$ cat src/rtl/modular_inverse_ext_euclid_top_macros.svh
// Assertion macros shared by the modular inverse RTL.
// Included by the files that carry concurrent assertions; no other dependencies.
`ifndef MODULAR_INVERSE_EXT_EUCLID_TOP_MACROS_SVH
`define MODULAR_INVERSE_EXT_EUCLID_TOP_MACROS_SVH

`ifndef SYNTH

// Same-cycle implication, disabled while reset is asserted.
`define MIE_ASSERT_IMP(lbl, ck, rst_n, ante, cons, msg) \
	lbl: assert property (@(posedge ck) disable iff (!(rst_n)) (ante) |-> (cons)) \
		else $error(msg);

// Next-cycle implication, disabled while reset is asserted.
`define MIE_ASSERT_NEXT(lbl, ck, rst_n, ante, cons, msg) \
	lbl: assert property (@(posedge ck) disable iff (!(rst_n)) (ante) |=> (cons)) \
		else $error(msg);

`else

`define MIE_ASSERT_IMP(lbl, ck, rst_n, ante, cons, msg)
`define MIE_ASSERT_NEXT(lbl, ck, rst_n, ante, cons, msg)

`endif

`endif

$ cat src/rtl/mie_pkg.sv
// Shared types and constants for the modular inverse block.
// No dependencies; used by the top module of the block.
package mie_pkg;

	// Default operand width of the arithmetic datapath.
	localparam int unsigned WORD_BITS_DEF = 32;

	// Fixed width of the value fields on the ports.
	localparam int unsigned FIELD_BITS = 32;

	// Result status codes.
	localparam logic [1:0] STATUS_OK          = 2'd0;
	localparam logic [1:0] STATUS_NOT_COPRIME = 2'd1;
	localparam logic [1:0] STATUS_BAD_MODULUS = 2'd2;

	// Request beat: the number and the modulus.
	typedef struct packed {
		logic [FIELD_BITS-1:0] value;
		logic [FIELD_BITS-1:0] modulus;
	} req_beat_t;

	// Response beat: the inverse, the gcd and the status.
	typedef struct packed {
		logic [FIELD_BITS-1:0] inverse;
		logic [FIELD_BITS-1:0] gcd_value;
		logic [1:0]            status;
	} rsp_beat_t;

endpackage

$ cat src/rtl/mie_div.sv
// Restoring serial divider: one quotient bit per cycle.
// Depends on the assertion macro header only.
`include "modular_inverse_ext_euclid_top_macros.svh"

module mie_div #(
	parameter int unsigned W = 32
) (
	input  logic         clk,
	input  logic         arst_n,
	input  logic         start,
	input  logic [W-1:0] dividend,
	input  logic [W-1:0] divisor,
	output logic         busy,
	output logic         done,
	output logic [W-1:0] quotient,
	output logic [W-1:0] remainder
);

	localparam int unsigned CW = $clog2(W + 1);

	logic          busy_q;
	logic          done_q;
	logic [CW-1:0] cnt_q;
	logic [W-1:0]  rem_q;
	logic [W-1:0]  quo_q;
	logic [W-1:0]  dvs_q;

	logic [W:0]    shifted;
	logic [W:0]    diff;
	logic          fits;

	// Trial subtraction of the divisor from the partial remainder.
	always_comb begin
		shifted = {rem_q, quo_q[W-1]};
		diff    = shifted - {1'b0, dvs_q};
		fits    = !diff[W];
	end

	// Control: bit counter, busy and completion pulse.
	always_ff @(posedge clk or negedge arst_n) begin
		if (!arst_n) begin
			busy_q <= 1'b0;
			done_q <= 1'b0;
			cnt_q  <= '0;
		end else begin
			done_q <= 1'b0;
			if (start) begin
				busy_q <= 1'b1;
				cnt_q  <= CW'(W);
			end else if (busy_q) begin
				cnt_q <= cnt_q - 1'b1;
				if (cnt_q == CW'(1)) begin
					busy_q <= 1'b0;
					done_q <= 1'b1;
				end
			end
		end
	end

	// Datapath: the dividend shifts out as the quotient shifts in.
	always_ff @(posedge clk) begin
		if (start) begin
			rem_q <= '0;
			quo_q <= dividend;
			dvs_q <= divisor;
		end else if (busy_q) begin
			rem_q <= fits ? diff[W-1:0] : shifted[W-1:0];
			quo_q <= {quo_q[W-2:0], fits};
		end
	end

	assign busy      = busy_q;
	assign done      = done_q;
	assign quotient  = quo_q;
	assign remainder = rem_q;

	`MIE_ASSERT_NEXT(a_div_done_pulse, clk, arst_n, done_q, !done_q, "divider done held")

endmodule

$ cat src/rtl/mie_mac.sv
// Serial shift-and-add multiply-accumulate: result = addend + mcand * mplier.
// Depends on the assertion macro header only.
`include "modular_inverse_ext_euclid_top_macros.svh"

module mie_mac #(
	parameter int unsigned W = 32
) (
	input  logic         clk,
	input  logic         arst_n,
	input  logic         start,
	input  logic [W-1:0] addend,
	input  logic [W-1:0] mcand,
	input  logic [W-1:0] mplier,
	output logic         busy,
	output logic         done,
	output logic [W-1:0] result
);

	logic         busy_q;
	logic         done_q;
	logic [W-1:0] acc_q;
	logic [W-1:0] mc_q;
	logic [W-1:0] mp_q;
	logic         last;

	// The run ends once no set multiplier bit is left above the current one.
	assign last = (mp_q[W-1:1] == '0);

	// Control: busy until the multiplier is used up.
	always_ff @(posedge clk or negedge arst_n) begin
		if (!arst_n) begin
			busy_q <= 1'b0;
			done_q <= 1'b0;
		end else begin
			done_q <= 1'b0;
			if (start) begin
				busy_q <= 1'b1;
			end else if (busy_q && last) begin
				busy_q <= 1'b0;
				done_q <= 1'b1;
			end
		end
	end

	// Datapath: multiplier bits taken from the bottom, multiplicand shifted up.
	// Shifted-out multiplicand bits only matter when the product overflows,
	// which the caller's bounds rule out.
	always_ff @(posedge clk) begin
		if (start) begin
			acc_q <= addend;
			mc_q  <= mcand;
			mp_q  <= mplier;
		end else if (busy_q) begin
			if (mp_q[0]) begin
				acc_q <= acc_q + mc_q;
			end
			mc_q <= {mc_q[W-2:0], 1'b0};
			mp_q <= {1'b0, mp_q[W-1:1]};
		end
	end

	assign busy   = busy_q;
	assign done   = done_q;
	assign result = acc_q;

	`MIE_ASSERT_IMP(a_mac_done_idle, clk, arst_n, done_q, !busy_q, "mac done while busy")

endmodule

$ cat src/rtl/modular_inverse_ext_euclid_top.sv
// Each request passes S_IDLE, S_CHECK and S_OUT; each Euclid step adds a division in S_DIV
// and a multiply-add in S_MUL, and a final reduction division in S_MOD follows when the gcd
// is one.
// Throughput: one beat at a time; the serial divider and multiplier set the rate.
// Reset clears the sequencer and the response valid; no clearing pass.
// Depends on mie_pkg, mie_div, mie_mac and the assertion macro header.
`include "modular_inverse_ext_euclid_top_macros.svh"

module modular_inverse_ext_euclid_top #(
	parameter int unsigned WORD_BITS = mie_pkg::WORD_BITS_DEF
) (
	input  logic               clk,
	input  logic               arst_n,
	input  logic               req_valid,
	output logic               req_ready,
	input  mie_pkg::req_beat_t req,
	output logic               rsp_valid,
	input  logic               rsp_ready,
	output mie_pkg::rsp_beat_t rsp
);

	localparam int unsigned WB = WORD_BITS;
	localparam int unsigned FB = mie_pkg::FIELD_BITS;

	typedef enum logic [2:0] {
		S_IDLE,
		S_CHECK,
		S_DIV,
		S_MUL,
		S_MOD,
		S_OUT
	} state_t;

	state_t             state_q;
	logic [WB-1:0]      r0_q;
	logic [WB-1:0]      r1_q;
	logic [WB-1:0]      c0_q;
	logic [WB-1:0]      c1_q;
	logic [WB-1:0]      n_q;
	logic               par_q;
	logic [WB-1:0]      inv_q;
	logic [WB-1:0]      g_q;
	logic [1:0]         st_q;
	logic               div_start_q;
	logic [WB-1:0]      div_a_q;
	logic [WB-1:0]      div_b_q;
	logic               mac_start_q;
	logic [WB-1:0]      mac_add_q;
	logic [WB-1:0]      mac_mc_q;
	logic [WB-1:0]      mac_mp_q;
	logic               rsp_valid_q;
	mie_pkg::rsp_beat_t rsp_q;

	logic               div_busy;
	logic               div_done;
	logic [WB-1:0]      div_quo;
	logic [WB-1:0]      div_rem;
	logic               mac_busy;
	logic               mac_done;
	logic [WB-1:0]      mac_res;

	logic [WB+FB-1:0]   a_wide;
	logic [WB+FB-1:0]   n_wide;
	logic [WB+FB-1:0]   inv_wide;
	logic [WB+FB-1:0]   g_wide;
	logic               n_small;
	logic [WB-1:0]      mod_inv;

	// Input fields resized to the datapath width.
	assign a_wide = {{WB{1'b0}}, req.value};
	assign n_wide = {{WB{1'b0}}, req.modulus};

	// Results resized to the port width.
	assign inv_wide = {{FB{1'b0}}, inv_q};
	assign g_wide   = {{FB{1'b0}}, g_q};

	// Modulus below two.
	assign n_small = (n_q[WB-1:1] == '0);

	// Final reduction: the coefficient is negative after an even step count.
	assign mod_inv = (!par_q && (div_rem != '0)) ? (n_q - div_rem) : div_rem;

	mie_div #(
		.W (WB)
	) u_div (
		.clk       (clk),
		.arst_n    (arst_n),
		.start     (div_start_q),
		.dividend  (div_a_q),
		.divisor   (div_b_q),
		.busy      (div_busy),
		.done      (div_done),
		.quotient  (div_quo),
		.remainder (div_rem)
	);

	mie_mac #(
		.W (WB)
	) u_mac (
		.clk    (clk),
		.arst_n (arst_n),
		.start  (mac_start_q),
		.addend (mac_add_q),
		.mcand  (mac_mc_q),
		.mplier (mac_mp_q),
		.busy   (mac_busy),
		.done   (mac_done),
		.result (mac_res)
	);

	// Sequencer: one Euclid step is a division followed by a multiply-add.
	always_ff @(posedge clk or negedge arst_n) begin
		if (!arst_n) begin
			state_q     <= S_IDLE;
			r0_q        <= '0;
			r1_q        <= '0;
			c0_q        <= '0;
			c1_q        <= '0;
			n_q         <= '0;
			par_q       <= 1'b0;
			inv_q       <= '0;
			g_q         <= '0;
			st_q        <= mie_pkg::STATUS_OK;
			div_start_q <= 1'b0;
			div_a_q     <= '0;
			div_b_q     <= '0;
			mac_start_q <= 1'b0;
			mac_add_q   <= '0;
			mac_mc_q    <= '0;
			mac_mp_q    <= '0;
			rsp_valid_q <= 1'b0;
			rsp_q       <= '0;
		end else begin
			div_start_q <= 1'b0;
			mac_start_q <= 1'b0;
			if (rsp_valid_q && rsp_ready) begin
				rsp_valid_q <= 1'b0;
			end
			unique case (state_q)
				S_IDLE: begin
					if (req_valid) begin
						r0_q    <= n_wide[WB-1:0];
						r1_q    <= a_wide[WB-1:0];
						n_q     <= n_wide[WB-1:0];
						c0_q    <= '0;
						c1_q    <= WB'(1);
						par_q   <= 1'b0;
						state_q <= S_CHECK;
					end
				end
				S_CHECK: begin
					if (r1_q != '0) begin
						div_start_q <= 1'b1;
						div_a_q     <= r0_q;
						div_b_q     <= r1_q;
						state_q     <= S_DIV;
					end else if (!n_small && (r0_q == WB'(1))) begin
						div_start_q <= 1'b1;
						div_a_q     <= c0_q;
						div_b_q     <= n_q;
						state_q     <= S_MOD;
					end else begin
						inv_q   <= '0;
						g_q     <= r0_q;
						st_q    <= n_small ? mie_pkg::STATUS_BAD_MODULUS
						                   : mie_pkg::STATUS_NOT_COPRIME;
						state_q <= S_OUT;
					end
				end
				S_DIV: begin
					if (div_done) begin
						r0_q        <= r1_q;
						r1_q        <= div_rem;
						mac_start_q <= 1'b1;
						mac_add_q   <= c0_q;
						mac_mc_q    <= c1_q;
						mac_mp_q    <= div_quo;
						state_q     <= S_MUL;
					end
				end
				S_MUL: begin
					if (mac_done) begin
						c0_q    <= c1_q;
						c1_q    <= mac_res;
						par_q   <= !par_q;
						state_q <= S_CHECK;
					end
				end
				S_MOD: begin
					if (div_done) begin
						inv_q   <= mod_inv;
						g_q     <= r0_q;
						st_q    <= mie_pkg::STATUS_OK;
						state_q <= S_OUT;
					end
				end
				S_OUT: begin
					if (!rsp_valid_q || rsp_ready) begin
						rsp_valid_q     <= 1'b1;
						rsp_q.inverse   <= inv_wide[FB-1:0];
						rsp_q.gcd_value <= g_wide[FB-1:0];
						rsp_q.status    <= st_q;
						state_q         <= S_IDLE;
					end
				end
				default: begin
					state_q <= S_IDLE;
				end
			endcase
		end
	end

	assign req_ready = (state_q == S_IDLE);
	assign rsp_valid = rsp_valid_q;
	assign rsp       = rsp_q;

	`MIE_ASSERT_IMP(a_ready_units_idle, clk, arst_n, req_ready, !div_busy && !mac_busy, "accepting while units busy")
	`MIE_ASSERT_IMP(a_div_done_expected, clk, arst_n, div_done, (state_q == S_DIV) || (state_q == S_MOD), "unexpected divider completion")
	`MIE_ASSERT_IMP(a_ok_gcd_one, clk, arst_n, rsp_valid_q && (rsp_q.status == mie_pkg::STATUS_OK), rsp_q.gcd_value == FB'(1), "ok status without unit gcd")
	`MIE_ASSERT_IMP(a_fail_inv_zero, clk, arst_n, rsp_valid_q && (rsp_q.status != mie_pkg::STATUS_OK), rsp_q.inverse == '0, "nonzero inverse on failure")

endmodule
$ cat config.mk
export PLATFORM = sky130hd
export DESIGN_NAME = modular_inverse_ext_euclid_top
export DESIGN_NICKNAME = d
export VERILOG_FILES = /design/src/rtl/mie_pkg.sv /design/src/rtl/mie_div.sv /design/src/rtl/mie_mac.sv /design/src/rtl/modular_inverse_ext_euclid_top.sv
export VERILOG_INCLUDE_DIRS = /design/src /design/src/rtl
export SDC_FILE = /design/constraint.sdc
export NUM_CORES = 1
export LEC_CHECK = 0
export ABC_AREA = 1
export BUFFER_PORTS_ARGS = -buffer_cell sky130_fd_sc_hd__buf_2
export CAP_MARGIN = 40
export CORE_MARGIN = 8
export CORE_UTILIZATION = 50
export CTS_CLUSTER_DIAMETER = 150
export CTS_CLUSTER_SIZE = 16
export DETAILED_ROUTE_END_ITERATION = 8
export PLACE_DENSITY_LB_ADDON = 0.05
export RECOVER_POWER = 50
export SYNTH_ARGS = -nofsm -noshare
export SYNTH_HDL_FRONTEND = slang
export SYNTH_SLANG_ARGS = --single-unit
export TNS_END_PERCENT = 50
$ cat constraint.sdc
create_clock -name clk -period 4.3 [get_ports clk]
set_input_delay 1.29 -clock clk [delete_from_list [all_inputs] [get_ports clk]]
set_output_delay 1.29 -clock clk [all_outputs]
set_load 0.005 [all_outputs]
Word level (Yosys, flattened, before mapping)
Index checks and enable logic that the tools add are counted.

word-level totals
  output and inout bits = 68
  register bits = 661
  logic and storage cells = 152
  input bits = 68

cells by class
  equality and inequality tests = 14
  reductions and logical operators = 31
  muxes and demuxes = 71
  add/sub/neg operators = 4

operators with widths
  cell                                                                     count
  32-bit 2-to-1 mux                                                        29
  32-bit one-hot mux with 2 select lines                                   6
  32-bit nonzero test                                                      2
  31-bit zero test                                                         2
  33-bit by 32-bit subtractor with 33-bit output                           1
  32-bit adder                                                             1
  32-bit by 1-bit == test with 1-bit output, second input constant         1
  32-bit subtractor                                                        1
  1-bit 2-to-1 mux                                                         21
  3-bit 2-to-1 mux                                                         6
  3-bit one-hot mux with 6 select lines                                    1
  2-bit nonzero test                                                       8
  6-bit 2-to-1 mux                                                         2
  2-bit AND reduction                                                      5
  2-bit 2-to-1 mux                                                         4
  2-bit inequality test, second input constant                             4
  3-bit by 2-bit == test with 1-bit output, second input constant          2
  3-bit == test, second input constant                                     2
  6-bit by 1-bit == test with 1-bit output, second input constant          1
  2-bit by 1-bit inequality test with 1-bit output, second input constant  3
  3-bit AND reduction                                                      2
  6-bit by 1-bit subtractor with 6-bit output, second input constant       1
  5-bit AND reduction                                                      1
  1-bit logical AND                                                        4
  7 further kinds                                                          10

Depth between registers and ports, before layout
  depth after elaboration = 6
  depth in mapped cells = 18
  mapped depth without buffers = 17

By module
Synthesis repeated with hierarchy kept, for this count alone.

second synthesis, totals
  cells, all modules = 4508
  area, all modules = 34947.3 µm²

modules (own cells, without submodules)
  module                          area each (µm²)  instances  sequential area each (µm²)  cells each
  modular_inverse_ext_euclid_top  21461.8          1          11486.0                     2579
  mie_div                         6942.9           1          2762.6                      1024
  mie_mac                         6542.5           1          2932.8                      905

Worst setup path before layout
Ideal clock, no wire load.

  path kind = reg-to-reg
  start = register mac_start_q
  end = register u_mac.mc_q[0], enable pin
  arrival = 2.291 ns
  setup slack = 1.321 ns
  stages on the path, launching flop included = 6
  buffers on the path = 3
  setup time = 0.688 ns
  required time = 3.612 ns
  cell sequence = dfrtp_1 clkbuf_1 inv_1 clkbuf_1 clkbuf_1 nand2_1

on the way
  cells in the longest elaborated chain, start to end = 1

RTL lines
  element                              RTL line                               RTL
  start, declared                      modular_inverse_ext_euclid_top.sv:47   logic mac_start_q;
  start signal, assigned               modular_inverse_ext_euclid_top.sv:127  mac_start_q <= 1'b0;
  start signal, assigned               modular_inverse_ext_euclid_top.sv:135  mac_start_q <= 1'b0;
  start signal, assigned               modular_inverse_ext_euclid_top.sv:174  mac_start_q <= 1'b1;
  2-bit nonzero test (no source line)  --
  end signal, assigned                 mie_mac.sv:51                          mc_q <= mcand;
  end signal, assigned                 mie_mac.sv:57                          mc_q <= {mc_q[W-2:0], 1'b0};
  end, declared                        mie_mac.sv:22                          logic [W-1:0] mc_q;

Every way passes these cells.
A chain may end at the register's enable or synchronous reset.

Worst setup path in the final report
  start = register mac_start_q
  end = register u_mac.acc_q[27] (netlist: u_mac.result[27]) (data pin)

on the way
  cells in the longest elaborated chain, start to end = 1

RTL lines
  element               RTL line       RTL
  32-bit 2-to-1 mux     mie_mac.sv:49  if (start) begin
  end signal, assigned  mie_mac.sv:50  acc_q <= addend;
  end signal, assigned  mie_mac.sv:55  acc_q <= acc_q + mc_q;
  end, declared         mie_mac.sv:21  logic [W-1:0] acc_q;

Every way passes these cells.

==> results.sh <==
export IMPL_final_common_cell="nand2_1"
export IMPL_p_int_w=0.0151
export IMPL_cts_sinks=661
export IMPL_routed_via_density=5.41
export IMPL_cts_made_buffers=47
export IMPL_final_core_utilization=0.546
export IMPL_dp_hpwl_mm=76.2
export IMPL_io_buffers=135
export IMPL_startpoint_type="flip-flop"
export IMPL_crit_start="mac_start_q"
export IMPL_drt_total_wl_mm=102
export IMPL_die_area_sq_mm=0.0758
export IMPL_seq_area_frac_synth=0.511
export IMPL_drtIter0Drc=2588
export IMPL_fin_crit_ps=3550
export IMPL_cp_required_ps=4790
export IMPL_netSwitchingPower_w=0.0127
export IMPL_crit_path_end="u_mac.result[27]"
export IMPL_dp_cells=5028
export IMPL_ys_async_sr_fraction=0.710
export IMPL_hold_viol=0
export IMPL_maxCapViolations=6
export IMPL_cp_slowest_stage_delay_ps=1310
export IMPL_worstReg2RegStart="mac_start_q"
export IMPL_grt_pass1_vias=26600
export IMPL_synth_cells=4125
export IMPL_cp_common_cell="nand2_1"
export IMPL_gp_congestion=0.966
export IMPL_setup_tns_ps=0
export IMPL_cts_htree_levels=2
export IMPL_run_status="complete, but fails checks"
export IMPL_path_max_fanout=49
export IMPL_crit_chain="clkbuf_1 > buf_4 > nand2_1 > nand2_1"
export IMPL_r2r_slack_ps=750
export IMPL_rsz0062_at_grt="false"
export IMPL_grt_usage=0.269
export IMPL_rr_endpoint="u_mac.result[27]"
export IMPL_path_clk_slew_ps=80
export IMPL_coreArea_sq_mm=0.0669
export IMPL_largest_register_ffs=66
export IMPL_p_comb_frac=0.483
export IMPL_crit_type="reg2reg"
export IMPL_synth_ff_type="dfrtp_1"
export IMPL_min_path_cells=0
export IMPL_ir_drop_v=0.000569
export IMPL_gr_total_overflow=0
export IMPL_switching_share=0.456
export IMPL_p_leak_nw=18.2
export IMPL_seq_power_share=0.360
export IMPL_initial_core_util=0.502
export IMPL_skew_ps=32.9
export IMPL_die_w_um=275
export IMPL_reg2reg_depth=4
export IMPL_arrival_ps=4040
export IMPL_slew_headroom=-0.661
export IMPL_violations="capacitance limit, slew limit"
export IMPL_cts_tree="yes"
export IMPL_cts_root_buf="clkbuf_16"
export IMPL_routedWlPerCell_um=20.0
export IMPL_slew_violations=372
export IMPL_synth_edf_count=160
export IMPL_timing_final_crit_share=0.825
export IMPL_clockPowerShare=0.157
export IMPL_grt_max_degree=98
export IMPL_p_total_w=0.0277
export IMPL_ys_warn_count=0
export IMPL_grt_pass1_wl_mm=157
export IMPL_cts_path_max_buffers=3
export IMPL_postCtsHoldBufs=0
export IMPL_seqCellArea_sq_mm=0.0172
export IMPL_dr_pass1_iters=5
export IMPL_synth_distinct_cells=43
export IMPL_io_pins=136
export IMPL_ys_seq_elements=661
export IMPL_end_kind="flip-flop"
export IMPL_syn_nets=4292
export IMPL_nFillCells=6421
export IMPL_synth_area_per_cell_sq_um=8.15
export IMPL_fmax_ghz=0.282
export IMPL_antenna_found_initial=4
export IMPL_die_h_um=275
export IMPL_final_cell_mix="nand2_1 (1510), inv_1 (469), dfrtp_1 (469)"
export IMPL_clk_latency_ps=640
export IMPL_rows=95
export IMPL_drive_above_1_share=0.0856
export IMPL_nNetsFinal=4371
export IMPL_power_density_mw_per_mm2=759
export IMPL_multi_input_area_sq_mm=0.0140
export IMPL_place_ws_ps=1200
export IMPL_hold_class="reg2reg"
export IMPL_final_setup_viol_count=0
export IMPL_cts_resized=0
export IMPL_postRouteAntennaNets=0
export IMPL_synthesis_area_sq_mm=0.0336
export IMPL_layout_setup_ws_ps=752
export IMPL_final_cells=5105
export IMPL_critPathSlowestCell="clkbuf_1"
export IMPL_post_cts_setup_buffer_count=0
export IMPL_drcViolationCount=0
export IMPL_worst_pin_slew_ps=2490
export IMPL_flow_area_growth_from_synthesis_pct=8.67
export IMPL_via_count=27600
worst max-delay path: cells and delay by family (launching register included):
family / cells / cell delay [ps]
simple gates: 2 / 340
flops: 1 / 1050
buf+inv: 2 / 1980
metrics by stage:
step | area, sq um | hold slack, ps
2_1_floorplan | 33600 | 425
3_3_place_gp | 35200 | 433
3_5_place_dp | 35300 | 434
4_1_cts | 36600 | 451
5_1_grt | 36500 | 462
6_report | 36500 | 442
routing by layer:
metal	GRT usage	vias to the layer above	part of all wire
met5	0	-	0
li1	-	13400	-
met2	0.446	776	0.47
met1	0.367	13200	0.44
met4	0.0847	0	0.034
met3	0.0353	165	0.058
layout make-up:
type | count | share of cell area
Sequential cell | 661 | 0.470
Multi-Input combinational cell | 2829 | 0.383
Tap cell | 873 | 0.0299
Inverter | 479 | 0.0492
Antenna cell | 1 | 0.0000685
Clock buffer | 73 | 0.0354
Clock inverter | 3 | 0.00182
Timing Repair Buffer | 186 | 0.0307
worst min-delay path by stage:
stage	from	endpoint
4_1_cts	div_b_q[15]	u_div.dvs_q[15]
5_1_grt	div_b_q[12]	u_div.dvs_q[12]
3_3_place_gp	div_b_q[9]	u_div.dvs_q[9]
3_5_place_dp	div_b_q[9]	u_div.dvs_q[9]
6_report	div_b_q[1]	u_div.dvs_q[1]
2_1_floorplan	div_b_q[0]	u_div.dvs_q[0]
cell families (layout without fill, tap and decap cells):
kind of cell    count (synthesis)  in the layout  synth area share
xor+xnor                       31             31           0.00808
compound gates                593            593            0.0968
mux                            96             96            0.0322
buf+inv                       635            741            0.0743
simple gates                 2010           2010             0.240
flops                         661            661             0.511
other cells                     0              1                 0
fa+ha+maj                      99             99            0.0375
cell usage after synthesis, types with 27 or more instances:
cell type | instances | area share
o22ai_1 | 33 | 0.0061
o21ai_0 | 336 | 0.050
a21oi_1 | 126 | 0.019
mux2_2 | 96 | 0.032
o211ai_1 | 64 | 0.014
nand3_1 | 203 | 0.030
dfxtp_1 | 32 | 0.019
inv_1 | 470 | 0.052
nor2_1 | 178 | 0.020
nand2_1 | 1515 | 0.17
edfxtp_1 | 160 | 0.14
buf_2 | 38 | 0.0057
xnor2_1 | 28 | 0.0073
clkbuf_1 | 103 | 0.011
dfrtp_1 | 469 | 0.35
nor3_1 | 27 | 0.0040
ha_1 | 96 | 0.036
power groups by stage:
stage | clock (W) | sequential, W | combinational [W]
after CTS | 0.00446 | 0.00998 | 0.0133
after detailed placement | 0 | 0.0101 | 0.0133
after global routing | 0.00467 | 0.0102 | 0.0152
after floorplan | 0 | 0.00959 | 0.00965
final | 0.00434 | 0.00999 | 0.0134
after global placement | 0 | 0.0101 | 0.0132
No activity file was read; power rests on OpenSTA's default activity.
